**config.mk**
```make
export PLATFORM = sky130hd
export DESIGN_NAME = l4_checksum_recompute_unit
export DESIGN_NICKNAME = d
export VERILOG_FILES = /design/src/rtl/core/l4cs_pkg.sv /design/src/rtl/core/l4_checksum_recompute_unit.sv
export SDC_FILE = /design/constraint.sdc
export NUM_CORES = 1
export LEC_CHECK = 0
export BUFFER_PORTS_ARGS = -buffer_cell sky130_fd_sc_hd__buf_4
export CORE_ASPECT_RATIO = 0.6
export CORE_MARGIN = 8
export CORE_UTILIZATION = 43
export DETAILED_ROUTE_END_ITERATION = 10
export SLEW_MARGIN = 5
export SYNTH_ARGS = -nofsm -noshare
export SYNTH_HDL_FRONTEND = slang
export SYNTH_SLANG_ARGS = --single-unit
```
**constraint.sdc**
```tcl
create_clock -name clk -period 8.26 [get_ports clk]
set_clock_uncertainty 0.05 [all_clocks]
set_input_delay 1.239 -clock clk [delete_from_list [all_inputs] [get_ports clk]]
set_output_delay 1.239 -clock clk [all_outputs]
set_load 0.02 [all_outputs]
```
**src/rtl/core/l4cs_pkg.sv**
```systemverilog
package l4cs_pkg;

  typedef logic [1:0] kind_t;

  localparam logic [15:0] ETH_IPV4  = 16'h0800;
  localparam logic [15:0] ETH_IPV6  = 16'h86DD;
  localparam logic [7:0]  PROTO_TCP = 8'h06;
  localparam logic [7:0]  PROTO_UDP = 8'h11;

  localparam kind_t KIND_NONE = 2'd0;
  localparam kind_t KIND_TCP  = 2'd1;
  localparam kind_t KIND_UDP  = 2'd2;

  localparam logic [6:0] ETH_HDR_BYTES  = 7'd14;
  localparam logic [6:0] IPV6_SEG_START = 7'd54;
  localparam logic [6:0] IPV4_MIN_HDR   = 7'd20;
  localparam logic [6:0] TCP_CK_OFS     = 7'd16;
  localparam logic [6:0] UDP_CK_OFS     = 7'd6;
  localparam logic [6:0] TCP_MIN_SEG    = 7'd18;
  localparam logic [6:0] UDP_MIN_SEG    = 7'd8;

endpackage

```
**src/rtl/core/l4_checksum_recompute_unit.sv**
```systemverilog
// TCP/UDP checksum recompute over a streamed Ethernet frame.
// Input channel (in_*): one frame byte per transfer, in wire order; in_tlast
// marks the final byte. IPv4 (with options) and IPv6 (no extension headers)
// are decoded; the pseudo-header, the addresses and the layer-4 segment are
// summed with the stored checksum word taken as zero.
// Result channel (out_*): exactly one transfer per frame, carrying the
// checksum, the byte offset of its high byte and the segment kind
// (none, TCP, UDP). Kind none gives zero checksum and offset.
// Throughput: one byte per cycle while in_tready is high, set by the running-sum adder.
// After the last byte's transfer, the capture stage takes the final sum and
// the output register then takes it folded and inverted.
// Bytes past MAX_FRAME are dropped and the frame reports kind none.
// A stalled result holds in the output register; one more finished frame
// may wait in the fold stage, after which in_tready drops.
// Reset clears all frame state and both stage valids.
module l4_checksum_recompute_unit #(
  parameter int MAX_FRAME = 65535
) (
  input  logic        clk,
  input  logic        rst_n,
  input  logic        in_tvalid,
  output logic        in_tready,
  input  logic [7:0]  in_tdata,   // [7:0] frame_byte
  input  logic        in_tlast,   // last_byte
  output logic        out_tvalid,
  input  logic        out_tready,
  output logic [23:0] out_tdata,  // [15:0] checksum_value, [22:16] field_offset, [23] zero
  output logic [1:0]  out_tuser   // [1:0] segment_kind
);

  localparam int PW = $clog2(MAX_FRAME + 1);

  // frame state
  logic [PW-1:0] pos_r, pos_nxt;
  logic [15:0]   eth_r, eth_nxt, eth_c;
  logic [6:0]    ihl_r, ihl_nxt, ihl_c;
  logic [7:0]    proto_r, proto_nxt, proto_c;
  logic [31:0]   sum_r, sum_nxt, sum_c;
  logic [7:0]    held_r, held_nxt, held_c;
  logic          over_r, over_nxt, over_c;

  // capture stage
  logic          p1_valid_r, p1_valid_nxt;
  logic [31:0]   p1_sum_r;
  logic [16:0]   p1_extra_r;
  logic          p1_ok_r;
  logic          p1_tcp_r;
  logic [6:0]    p1_ck_r;

  // result register
  logic          out_valid_r, out_valid_nxt;
  logic [15:0]   out_ck_r;
  logic [6:0]    out_ofs_r;
  l4cs_pkg::kind_t out_kind_r;

  logic          in_acc, byte_en, s2_ld;
  logic [PW-1:0] q;
  logic          is_v4, is_v6;
  logic [6:0]    start, ck, need;
  logic          sum_en;
  logic [PW-1:0] len;
  logic          ok;
  logic [16:0]   extra;
  logic [31:0]   total;
  logic [16:0]   fold1, fold2;

  assign s2_ld     = p1_valid_r && (!out_valid_r || out_tready);
  assign in_tready = !p1_valid_r || s2_ld;
  assign in_acc    = in_tvalid && in_tready;
  assign byte_en   = in_acc && (pos_r < PW'(MAX_FRAME));
  assign q         = {pos_r[PW-1:1], 1'b0};

  always_comb begin
    eth_c   = eth_r;
    ihl_c   = ihl_r;
    proto_c = proto_r;
    if (byte_en && pos_r == PW'(12)) eth_c = {in_tdata, 8'h00};
    if (byte_en && pos_r == PW'(13)) eth_c = {eth_r[15:8], in_tdata};
    if (byte_en && pos_r == PW'(14) && eth_c == l4cs_pkg::ETH_IPV4) begin
      ihl_c = {1'b0, in_tdata[3:0], 2'b00};
    end
    if (byte_en && pos_r == PW'(23) && eth_c == l4cs_pkg::ETH_IPV4) proto_c = in_tdata;
    if (byte_en && pos_r == PW'(20) && eth_c == l4cs_pkg::ETH_IPV6) proto_c = in_tdata;
  end

  always_comb begin
    is_v4 = (eth_c == l4cs_pkg::ETH_IPV4) && (ihl_c >= l4cs_pkg::IPV4_MIN_HDR);
    is_v6 = (eth_c == l4cs_pkg::ETH_IPV6);
    if (is_v4)      start = l4cs_pkg::ETH_HDR_BYTES + ihl_c;
    else if (is_v6) start = l4cs_pkg::IPV6_SEG_START;
    else            start = 7'd0;
    if (start == 7'd0)                        ck = 7'd0;
    else if (proto_c == l4cs_pkg::PROTO_TCP)  ck = start + l4cs_pkg::TCP_CK_OFS;
    else if (proto_c == l4cs_pkg::PROTO_UDP)  ck = start + l4cs_pkg::UDP_CK_OFS;
    else                                      ck = 7'd0;
    // word with high byte at q: addresses plus segment, minus the checksum word
    if (ck != 7'd0 && q == PW'(ck)) sum_en = 1'b0;
    else if (is_v4) sum_en = (q >= PW'(26) && q < PW'(34)) || (q >= PW'(start));
    else if (is_v6) sum_en = (q >= PW'(22));
    else            sum_en = 1'b0;
  end

  always_comb begin
    held_c = held_r;
    sum_c  = sum_r;
    over_c = over_r;
    if (in_acc && !byte_en) over_c = 1'b1;
    if (byte_en) begin
      if (!pos_r[0]) begin
        held_c = in_tdata;
        if (in_tlast && sum_en) sum_c = sum_r + {16'h0000, in_tdata, 8'h00};
      end else if (sum_en) begin
        sum_c = sum_r + {16'h0000, held_r, in_tdata};
      end
    end
    len  = byte_en ? pos_r + PW'(1) : pos_r;
    need = (proto_c == l4cs_pkg::PROTO_TCP) ? l4cs_pkg::TCP_MIN_SEG : l4cs_pkg::UDP_MIN_SEG;
    ok   = !over_c && (start != 7'd0) && (ck != 7'd0) && (len >= PW'(start + need));
    extra = 17'({8'h00, proto_c}) + 17'(len - PW'(start));
  end

  always_comb begin
    if (in_acc && in_tlast) begin
      pos_nxt   = '0;
      eth_nxt   = '0;
      ihl_nxt   = '0;
      proto_nxt = '0;
      sum_nxt   = '0;
      held_nxt  = '0;
      over_nxt  = 1'b0;
    end else begin
      pos_nxt   = len;
      eth_nxt   = eth_c;
      ihl_nxt   = ihl_c;
      proto_nxt = proto_c;
      sum_nxt   = sum_c;
      held_nxt  = held_c;
      over_nxt  = over_c;
    end
    if (in_acc && in_tlast) p1_valid_nxt = 1'b1;
    else if (s2_ld)         p1_valid_nxt = 1'b0;
    else                    p1_valid_nxt = p1_valid_r;
    if (s2_ld)           out_valid_nxt = 1'b1;
    else if (out_tready) out_valid_nxt = 1'b0;
    else                 out_valid_nxt = out_valid_r;
  end

  // end-around carry fold, twice
  always_comb begin
    total = p1_sum_r + {15'h0000, p1_extra_r};
    fold1 = {1'b0, total[31:16]} + {1'b0, total[15:0]};
    fold2 = {16'h0000, fold1[16]} + {1'b0, fold1[15:0]};
  end

  always_ff @(posedge clk) begin
    if (!rst_n) begin
      pos_r       <= '0;
      eth_r       <= '0;
      ihl_r       <= '0;
      proto_r     <= '0;
      sum_r       <= '0;
      held_r      <= '0;
      over_r      <= 1'b0;
      p1_valid_r  <= 1'b0;
      out_valid_r <= 1'b0;
    end else begin
      pos_r       <= pos_nxt;
      eth_r       <= eth_nxt;
      ihl_r       <= ihl_nxt;
      proto_r     <= proto_nxt;
      sum_r       <= sum_nxt;
      held_r      <= held_nxt;
      over_r      <= over_nxt;
      p1_valid_r  <= p1_valid_nxt;
      out_valid_r <= out_valid_nxt;
    end
  end

  always_ff @(posedge clk) begin
    if (in_acc && in_tlast) begin
      p1_sum_r   <= sum_c;
      p1_extra_r <= extra;
      p1_ok_r    <= ok;
      p1_tcp_r   <= (proto_c == l4cs_pkg::PROTO_TCP);
      p1_ck_r    <= ck;
    end
    if (s2_ld) begin
      if (p1_ok_r) begin
        out_ck_r   <= ~fold2[15:0];
        out_ofs_r  <= p1_ck_r;
        out_kind_r <= p1_tcp_r ? l4cs_pkg::KIND_TCP : l4cs_pkg::KIND_UDP;
      end else begin
        out_ck_r   <= 16'h0000;
        out_ofs_r  <= 7'd0;
        out_kind_r <= l4cs_pkg::KIND_NONE;
      end
    end
  end

  assign out_tvalid = out_valid_r;
  assign out_tdata  = {1'b0, out_ofs_r, out_ck_r};
  assign out_tuser  = out_kind_r;

  // frame state restarts after the final byte
  a_clear_after_last: assert property (@(posedge clk) disable iff (!rst_n)
    (in_acc && in_tlast) |=> (pos_r == '0 && sum_r == '0 && !over_r))
    else $error("frame state not cleared after last byte");

  a_none_is_zero: assert property (@(posedge clk) disable iff (!rst_n)
    (out_valid_r && out_kind_r == l4cs_pkg::KIND_NONE) |->
      (out_ck_r == 16'h0000 && out_ofs_r == 7'd0))
    else $error("kind none with nonzero payload");

  a_kind_legal: assert property (@(posedge clk) disable iff (!rst_n)
    out_valid_r |-> (out_kind_r == l4cs_pkg::KIND_NONE || out_kind_r == l4cs_pkg::KIND_TCP ||
                     out_kind_r == l4cs_pkg::KIND_UDP))
    else $error("illegal segment kind");

  a_tcp_offset: assert property (@(posedge clk) disable iff (!rst_n)
    (out_valid_r && out_kind_r == l4cs_pkg::KIND_TCP) |-> (out_ofs_r >= 7'd50))
    else $error("TCP checksum offset inside IP header");

  a_capture_drains: assert property (@(posedge clk) disable iff (!rst_n)
    s2_ld |=> out_valid_r)
    else $error("fold stage load lost");

endmodule

```
Yosys cells after proc, flatten, opt, wreduce, memory -nomap -nowiden
Cells that the tools add are included.
{"block": "totals", "mem_bits_rw": 0, "n_memories": 0, "latch_bits": 0, "mem_bits_ro": 0, "in_bits": 13, "regBits": 173, "output_inout_bits": 28, "elab_cells": 108}
{"block": "op_classes", "n_bitwise": 3, "mul": 0, "shifts": 0, "reduce_logical": 34, "add_sub_neg": 12, "n_eq_ne": 10, "n_div": 0, "order_cmp": 7, "muxes": 25}
{"cell": "$mux 32", "n": 4}
{"cell": "$add 32x16->32", "n": 2}
{"cell": "$eq 16x4->1 const B", "n": 3}
{"cell": "$mux 16", "n": 3}
{"cell": "$mux 7", "n": 5}
{"cell": "$add 32x17->32", "n": 1}
{"cell": "$eq 16x5->1 const B", "n": 2}
{"cell": "$ge 16x5->1 const B", "n": 2}
{"cell": "$logic_and 1x1->1", "n": 20}
{"cell": "$add 16x16->17", "n": 1}
{"cell": "$add 8x17->17", "n": 1}
{"cell": "$sub 16x7->17", "n": 1}
{"cell": "$add 1x16->16", "n": 1}
{"cell": "$add 16x1->16 const B", "n": 1}
{"cell": "$eq 16x12->1 const B", "n": 1}
{"cell": "$eq 16x16->1 const B", "n": 1}
{"cell": "$eq 16x7->1", "n": 1}
{"cell": "$ge 16x7->1", "n": 1}
{"cell": "$ge 16x8->1", "n": 1}
{"cell": "$lt 16x16->1 const B", "n": 1}
{"cell": "$lt 16x6->1 const B", "n": 1}
{"cell": "$mux 8", "n": 2}
{"cell": "$not 16->16", "n": 1}
{"cell": "$reduce_bool 7->1", "n": 2}
{"cell": "other kinds (18)", "n": 32}

Depth between registers and ports, before layout
{"block": "logic_depth", "ltp_word": 26, "mapped_depth": 41, "depth_no_buf": 40}

Worst setup path after synthesis
OpenSTA, ideal clock, no wires.
{"block": "synth_path", "path_type": "in2reg", "from": "in out_tready", "to": "reg p1_extra_r[16], data pin", "path_stages": 33, "path_slack_ps": 106, "setup_time_ps": 261, "required_ps": 7949, "arrival_time_ps": 7843, "path_buffers": 3, "path_cell_list": "nand3b_1 > nand3_1 > or3_1 > buf_2 > a22o_1 > or3_4 > buf_6 > clkbuf_1 > nor2_1 > nand2_1 > mux2i_1 > ha_1 > inv_1 > xnor2_1 > or2_2 > clkinv_1 > fa_1 > inv_1 > ha_1 > o21ai_0 > a21boi_0 > o21ai_0 > a21boi_0 > o21ai_0 > a21boi_0 > o21ai_0 > a21boi_0 > o21ai_0 > a21boi_0 > o21ai_0 > a21boi_0 > nor4_1 > a311o_1"}
{"block": "synth_via", "elab_chain_cells": 16, "word_cells_on_any_way": 28, "classes_between": "add/sub: 3; order compare: 1; eq/ne: 2; mux: 8; reduce/logical: 14"}
{"element": "start: declaration", "line_no": "l4_checksum_recompute_unit.sv:26", "rtl": "input logic out_tready,"}
{"element": "$logic_or 1x1->1 *", "line_no": "l4_checksum_recompute_unit.sv:67", "rtl": "assign s2_ld = p1_valid_r && (!out_valid_r || out_tready);"}
{"element": "$logic_and 1x1->1 *", "line_no": "l4_checksum_recompute_unit.sv:67"}
{"element": "$logic_or 1x1->1 *", "line_no": "l4_checksum_recompute_unit.sv:68", "rtl": "assign in_tready = !p1_valid_r || s2_ld;"}
{"element": "$logic_and 1x1->1 *", "line_no": "l4_checksum_recompute_unit.sv:69", "rtl": "assign in_acc = in_tvalid && in_tready;"}
{"element": "$logic_and 1x1->1 *", "line_no": "l4_checksum_recompute_unit.sv:70", "rtl": "assign byte_en = in_acc && (pos_r < PW'(MAX_FRAME));"}
{"element": "$logic_and 1x1->1", "line_no": "l4_checksum_recompute_unit.sv:77", "rtl": "if (byte_en && pos_r == PW'(12)) eth_c = {in_tdata, 8'h00};"}
{"element": "$mux 16", "line_no": "l4_checksum_recompute_unit.sv:77"}
{"element": "$mux 16", "line_no": "l4_checksum_recompute_unit.sv:78", "rtl": "if (byte_en && pos_r == PW'(13)) eth_c = {eth_r[15:8], in_tdata};"}
{"element": "$eq 16x12->1", "line_no": "l4_checksum_recompute_unit.sv:79, l4_checksum_recompute_unit.sv:82, l4_checksum_recompute_unit.sv:87"}
{"element": "$logic_and 1x1->1", "line_no": "l4_checksum_recompute_unit.sv:79", "rtl": "if (byte_en && pos_r == PW'(14) && eth_c == l4cs_pkg::ETH_IPV4) begin"}
{"element": "$mux 7", "line_no": "l4_checksum_recompute_unit.sv:79"}
{"element": "$ge 7x5->1", "line_no": "l4_checksum_recompute_unit.sv:87", "rtl": "is_v4 = (eth_c == l4cs_pkg::ETH_IPV4) && (ihl_c >= l4cs_pkg::IPV4_MIN_HDR);"}
{"element": "$logic_and 1x1->1", "line_no": "l4_checksum_recompute_unit.sv:87"}
{"element": "$mux 7", "line_no": "l4_checksum_recompute_unit.sv:89", "rtl": "if (is_v4) start = l4cs_pkg::ETH_HDR_BYTES + ihl_c;"}
{"element": "$sub 16x7->17", "line_no": "l4_checksum_recompute_unit.sv:119", "rtl": "extra = 17'({8'h00, proto_c}) + 17'(len - PW'(start));"}
{"element": "$add 8x17->17 *", "line_no": "l4_checksum_recompute_unit.sv:119"}
{"element": "net extra[16]", "line_no": "l4_checksum_recompute_unit.sv:63", "rtl": "logic [16:0] extra;"}
{"element": "end signal: assignment", "line_no": "l4_checksum_recompute_unit.sv:182", "rtl": "p1_extra_r <= extra;"}
{"element": "end: declaration", "line_no": "l4_checksum_recompute_unit.sv:45", "rtl": "logic [16:0] p1_extra_r;"}
Mark *: on every way through the listed nets, which the timed path passes. The rest lies on a longest branch.
A chain may end at the register's enable or synchronous reset.

Worst setup path after layout
{"block": "layout_path", "from": "reg p1_sum_r[0]", "to": "reg out_ck_r[15], data pin"}
{"block": "layout_via", "elab_chain_cells": 4}
{"element": "start: declaration", "line_no": "l4_checksum_recompute_unit.sv:44", "rtl": "logic [31:0] p1_sum_r;"}
{"element": "start signal: assignment", "line_no": "l4_checksum_recompute_unit.sv:181", "rtl": "p1_sum_r <= sum_c;"}
{"element": "$add 32x17->32", "line_no": "l4_checksum_recompute_unit.sv:150", "rtl": "total = p1_sum_r + {15'h0000, p1_extra_r};"}
{"element": "$add 16x16->17", "line_no": "l4_checksum_recompute_unit.sv:151", "rtl": "fold1 = {1'b0, total[31:16]} + {1'b0, total[15:0]};"}
{"element": "$add 1x16->16", "line_no": "l4_checksum_recompute_unit.sv:152", "rtl": "fold2 = {16'h0000, fold1[16]} + {1'b0, fold1[15:0]};"}
{"element": "$not 16->16", "line_no": "l4_checksum_recompute_unit.sv:189", "rtl": "out_ck_r <= ~fold2[15:0];"}
{"element": "end signal: assignment", "line_no": "l4_checksum_recompute_unit.sv:189"}
{"element": "end: declaration", "line_no": "l4_checksum_recompute_unit.sv:52", "rtl": "logic [15:0] out_ck_r;"}
No other way between the ends.

==> flow_summary.html <==
<table>
<tr><th>Metric</th><th>Value</th></tr>
<tr><th colspan="2">Logic synthesis</th></tr>
<tr><td>Per-instance average area after synthesis</td><td>between 9 and 10 µm²</td></tr>
<tr><td>#FFs+latches synth</td><td>around 170</td></tr>
<tr><td>Number of flops mapped to enable cells by yosys</td><td>83</td></tr>
<tr><td>Distinct cell type count after synthesis</td><td>85</td></tr>
<tr><td>Synth area leader</td><td>sky130_fd_sc_hd__edfxtp_1</td></tr>
<tr><td>Combined area of all synthesized cells</td><td>between 10000 and 15000 µm²</td></tr>
<tr><td>Proportion of netlist area held by the largest area contributor</td><td>19.8%</td></tr>
<tr><td>Async SR Flop Fraction</td><td>0%</td></tr>
<tr><td>Post-Synthesis Cells</td><td>between 1000 and 1500</td></tr>
<tr><td>Syn_nets</td><td>between 1500 and 2000</td></tr>
<tr><td>Number of warnings printed during yosys synthesis</td><td>0</td></tr>
<tr><td>Sequential fraction of the synthesis area</td><td>approximately a third</td></tr>
<tr><td>Dominant synthesized flop cell</td><td>sky130_fd_sc_hd__dfxtp_1</td></tr>
<tr><td>Main area contributors after synthesis</td><td>sky130_fd_sc_hd__edfxtp_1 (20%), sky130_fd_sc_hd__dfxtp_1 (14%), sky130_fd_sc_hd__ha_1 (11%)</td></tr>
<tr><th colspan="2">Placement</th></tr>
<tr><td>Port buffer count</td><td>39</td></tr>
<tr><td>Area post-placement</td><td>roughly 14000 µm²</td></tr>
<tr><td>DP Worst Slack</td><td>between 40 and 50 ps</td></tr>
<tr><td>Gpl congestion</td><td>roughly 0.97</td></tr>
<tr><td>Hpwl dp</td><td>between 20 and 30 mm</td></tr>
<tr><th colspan="2">Floorplanning</th></tr>
<tr><td>Die Span Y</td><td>between 100 and 150 µm</td></tr>
<tr><td>Initial core utilization</td><td>between 40% and 50%</td></tr>
<tr><td>Die area</td><td>roughly 35000 µm²</td></tr>
<tr><td>Count of boundary I/O pins</td><td>slightly above 40</td></tr>
<tr><td>Chip width</td><td>roughly 240 µm</td></tr>
<tr><td>Placeable core area</td><td>between 20000 and 30000 µm²</td></tr>
<tr><td>Rows</td><td>48</td></tr>
<tr><th colspan="2">Pwr</th></tr>
<tr><td>Power per Cell Area</td><td>around 150 nW/µm²</td></tr>
<tr><td>Peak ir drop on the vdd network</td><td>about 0.00015 V</td></tr>
<tr><td>Static Leakage</td><td>around 5.8 nW</td></tr>
<tr><td>Sum of internal, switching and leakage power</td><td>~2.1 mW</td></tr>
<tr><th colspan="2">Detailed routing</th></tr>
<tr><td>Post-DR vias/cell</td><td>5.74</td></tr>
<tr><td>Total iterations of the first detailed-routing run</td><td>5</td></tr>
<tr><td>Number of nets still failing antenna checks after routing</td><td>0</td></tr>
<tr><td>Via count</td><td>10506</td></tr>
<tr><td>Wire length after detailed routing</td><td>approximately 38 mm</td></tr>
<tr><td>Routed WL per cell</td><td>just over 20 µm</td></tr>
<tr><td>Number of violations reported at the end of detailed-routing iteration 0</td><td>~1200</td></tr>
<tr><td>DRC viols</td><td>0</td></tr>
<tr><th colspan="2">Clock network</th></tr>
<tr><td>Root cell of the clock tree</td><td>sky130_fd_sc_hd__clkbuf_16</td></tr>
<tr><td>Clock H-tree levels</td><td>4</td></tr>
<tr><td>Clock sink total</td><td>173</td></tr>
<tr><td>Number of buffers inserted during clock tree synthesis</td><td>17</td></tr>
<tr><td>Worst-path clk slew</td><td>70 ps</td></tr>
<tr><td>Hold_buf cts</td><td>0</td></tr>
<tr><td>Clk_lat worst skew</td><td>roughly 460 ps</td></tr>
<tr><td>CTS tree</td><td>done</td></tr>
<tr><td>Post-CTS Setup Repair Bufs</td><td>0</td></tr>
<tr><td>Maximum clock path buffer count</td><td>2</td></tr>
<tr><td>Quantity of gates resized following cts</td><td>0</td></tr>
<tr><th colspan="2">GRT</th></tr>
<tr><td>Vias in the first global route</td><td>around 9400</td></tr>
<tr><td>First-pass GRT wire length</td><td>around 57 mm</td></tr>
<tr><td>Maximum number of pins on one net before global-route repair</td><td>slightly below 60</td></tr>
<tr><td>Global-route congestion overflow total</td><td>0</td></tr>
<tr><td>Antenna violations before repair</td><td>1</td></tr>
<tr><td>Gr usage total</td><td>a little over a fifth</td></tr>
<tr><th colspan="2">Worst setup path</th></tr>
<tr><td>Critical path start-end classification</td><td>flop to flop</td></tr>
<tr><td>Type of element capturing the critical path</td><td>flop</td></tr>
<tr><td>Worst path required time</td><td>roughly 8400 ps</td></tr>
<tr><td>Arrival @ worst endpoint</td><td>approximately 7900 ps</td></tr>
<tr><td>Worst Setup Start Kind</td><td>flop</td></tr>
<tr><td>Cell repeated most along the worst path</td><td>sky130_fd_sc_hd__o21bai_1</td></tr>
<tr><td>Critical path's slowest cell</td><td>sky130_fd_sc_hd__fa_1</td></tr>
<tr><td>Crit-path max cell delay</td><td>410 ps</td></tr>
<tr><td>Critical path peak fanout</td><td>9</td></tr>
<tr><th colspan="2">STA</th></tr>
<tr><td>Period Utilization, post-route</td><td>a little over nine tenths</td></tr>
<tr><td>Endpoints failing setup</td><td>0</td></tr>
<tr><td>Final-report hold violation count</td><td>0</td></tr>
<tr><td>Post-route setup TNS</td><td>0 ps</td></tr>
<tr><td>Timing-limited maximum frequency</td><td>approximately 130 MHz</td></tr>
<tr><td>Minimum clock period after layout</td><td>roughly 8000 ps</td></tr>
<tr><td>Final critical-path setup slack</td><td>492 ps</td></tr>
<tr><td>Max-slew violation total from the final report</td><td>0</td></tr>
<tr><td>Slew Limit Headroom</td><td>approximately a third</td></tr>
<tr><td>Worst-margin pin slew</td><td>between 900 and 1000 ps</td></tr>
<tr><th colspan="2">Finish</th></tr>
<tr><td>Area taken by flip-flops and latches</td><td>4290 µm²</td></tr>
<tr><td>Fraction of final layout cells sized beyond drive strength 1</td><td>between 10% and 20%</td></tr>
<tr><td>Nets@finish</td><td>1574</td></tr>
<tr><td>Filler Cell Count</td><td>about 2700</td></tr>
<tr><td>Post-Layout Inst Area</td><td>approximately 14000 µm²</td></tr>
<tr><td>Multi-input gate area</td><td>7780 µm²</td></tr>
<tr><td>Most common library cell in the layout ignoring fill and taps</td><td>sky130_fd_sc_hd__nor2_1</td></tr>
<tr><td>Leading cell types in the layout, fill and taps excluded</td><td>sky130_fd_sc_hd__nor2_1 (122), sky130_fd_sc_hd__ha_1 (110), sky130_fd_sc_hd__inv_1 (99)</td></tr>
<tr><td>Area Growth Syn to Fin</td><td>11.7%</td></tr>
<tr><th colspan="2">Min path</th></tr>
<tr><td>Hold/Removal Path Class</td><td>flop to flop</td></tr>
<tr><th colspan="2">Run status</th></tr>
<tr><td>Outcome</td><td>complete, no violations</td></tr>
<tr><th colspan="2">Flow run</th></tr>
<tr><td>Max_cap viols</td><td>0</td></tr>
</table>
-- path summary, 6_finish.rpt --
kind	from	end	slack (ps)	depth (start not counted)
min	over_r	over_r	420	2
max	p1_sum_r[0]	out_ck_r[15]	490	40
max reg2reg	p1_sum_r[0]	out_ck_r[15]	490	40
min reg2reg	over_r	over_r	420	2
-- critical path, delay by kind of cell (launching register included) --
family                   cells  cell delay (ps)
AO/OA/AOI/OAI               25             4080
XOR/XNOR                     1              180
adder cells (fa/ha/maj)      5             1570
flip-flops                   1              370
AND/OR/NAND/NOR              9             1190
-- kinds of logic after synthesis --
| kind of cell | after synthesis | synth area share [%] |
|---|---|---|
| simple gates | 474 | 20.2 |
| compound gates | 307 | 16.7 |
| flops | 173 | 34.0 |
| buf+inv | 145 | 4.58 |
| fa+ha+maj | 121 | 12.7 |
| xor+xnor | 110 | 7.74 |
| mux | 48 | 4.13 |
| other cells | 1 | 0.0297 |
-- synthesized netlist by cell type, types with 20 or more instances --
master / n
sky130_fd_sc_hd__nor2_1: 122
sky130_fd_sc_hd__ha_1: 110
sky130_fd_sc_hd__inv_1: 100
sky130_fd_sc_hd__dfxtp_1: 90
sky130_fd_sc_hd__a21oi_1: 86
sky130_fd_sc_hd__edfxtp_1: 83
sky130_fd_sc_hd__nand2_1: 77
sky130_fd_sc_hd__xnor2_1: 76
sky130_fd_sc_hd__o21ai_0: 53
sky130_fd_sc_hd__and2_1: 48
sky130_fd_sc_hd__nand3_1: 42
sky130_fd_sc_hd__mux2i_1: 37
sky130_fd_sc_hd__xor2_1: 33
sky130_fd_sc_hd__clkbuf_1: 30
sky130_fd_sc_hd__nor3_1: 29
sky130_fd_sc_hd__and3_1: 22
sky130_fd_sc_hd__o21bai_1: 22
sky130_fd_sc_hd__a21boi_0: 20
sky130_fd_sc_hd__nor4_1: 20
-- stage by stage --
step,hold slack [ps],util [%],instances
floorplan,393,-,1379
global placement,404,46.9,1796
detailed placement,411,46.9,1796
CTS,426,48.8,1828
global route,475,48.9,1829
finish,422,48.9,1829
-- where the power goes --
part	internal (mW)	total [mW]	switching (mW)	leakage, nW
clock	0.395	0.760	0.364	0.271
sequential	0.925	0.938	0.0131	1.55
combinational	0.158	0.416	0.258	4.02
total	1.48	2.11	0.635	5.84
-- registers in the layout, indices dropped and copies added, names as in the netlist, 2 cells and up --
signal,flops
out_ofs_r,7
sum_r,32
held_r,8
p1_sum_r,32
p1_ck_r,7
eth_r,16
out_ck_r,16
ihl_r,7
p1_extra_r,17
pos_r,16
out_tuser,2
proto_r,8
-- area by class of cell --
class / count / area share (%)
multi-input combinational: 1061 / 55.2
inverter: 102 / 2.72
clock buffer: 20 / 3.17
clock inverter: 12 / 0.586
tap: 375 / 3.33
antenna: 1 / 0.0177
timing repair buffer: 85 / 4.53
sequential: 173 / 30.5
-- metal layers --
metal  vias to the layer above  GRT usage, %  share of wire, %
met5                         -             0                 0
met4                         0          5.30               1.3
met3                        41          7.00                11
met2                       431          25.0                34
met1                      4908          34.6                53
li1                       5126             -                 -
Note: power is estimated with default switching activity, not from simulation.
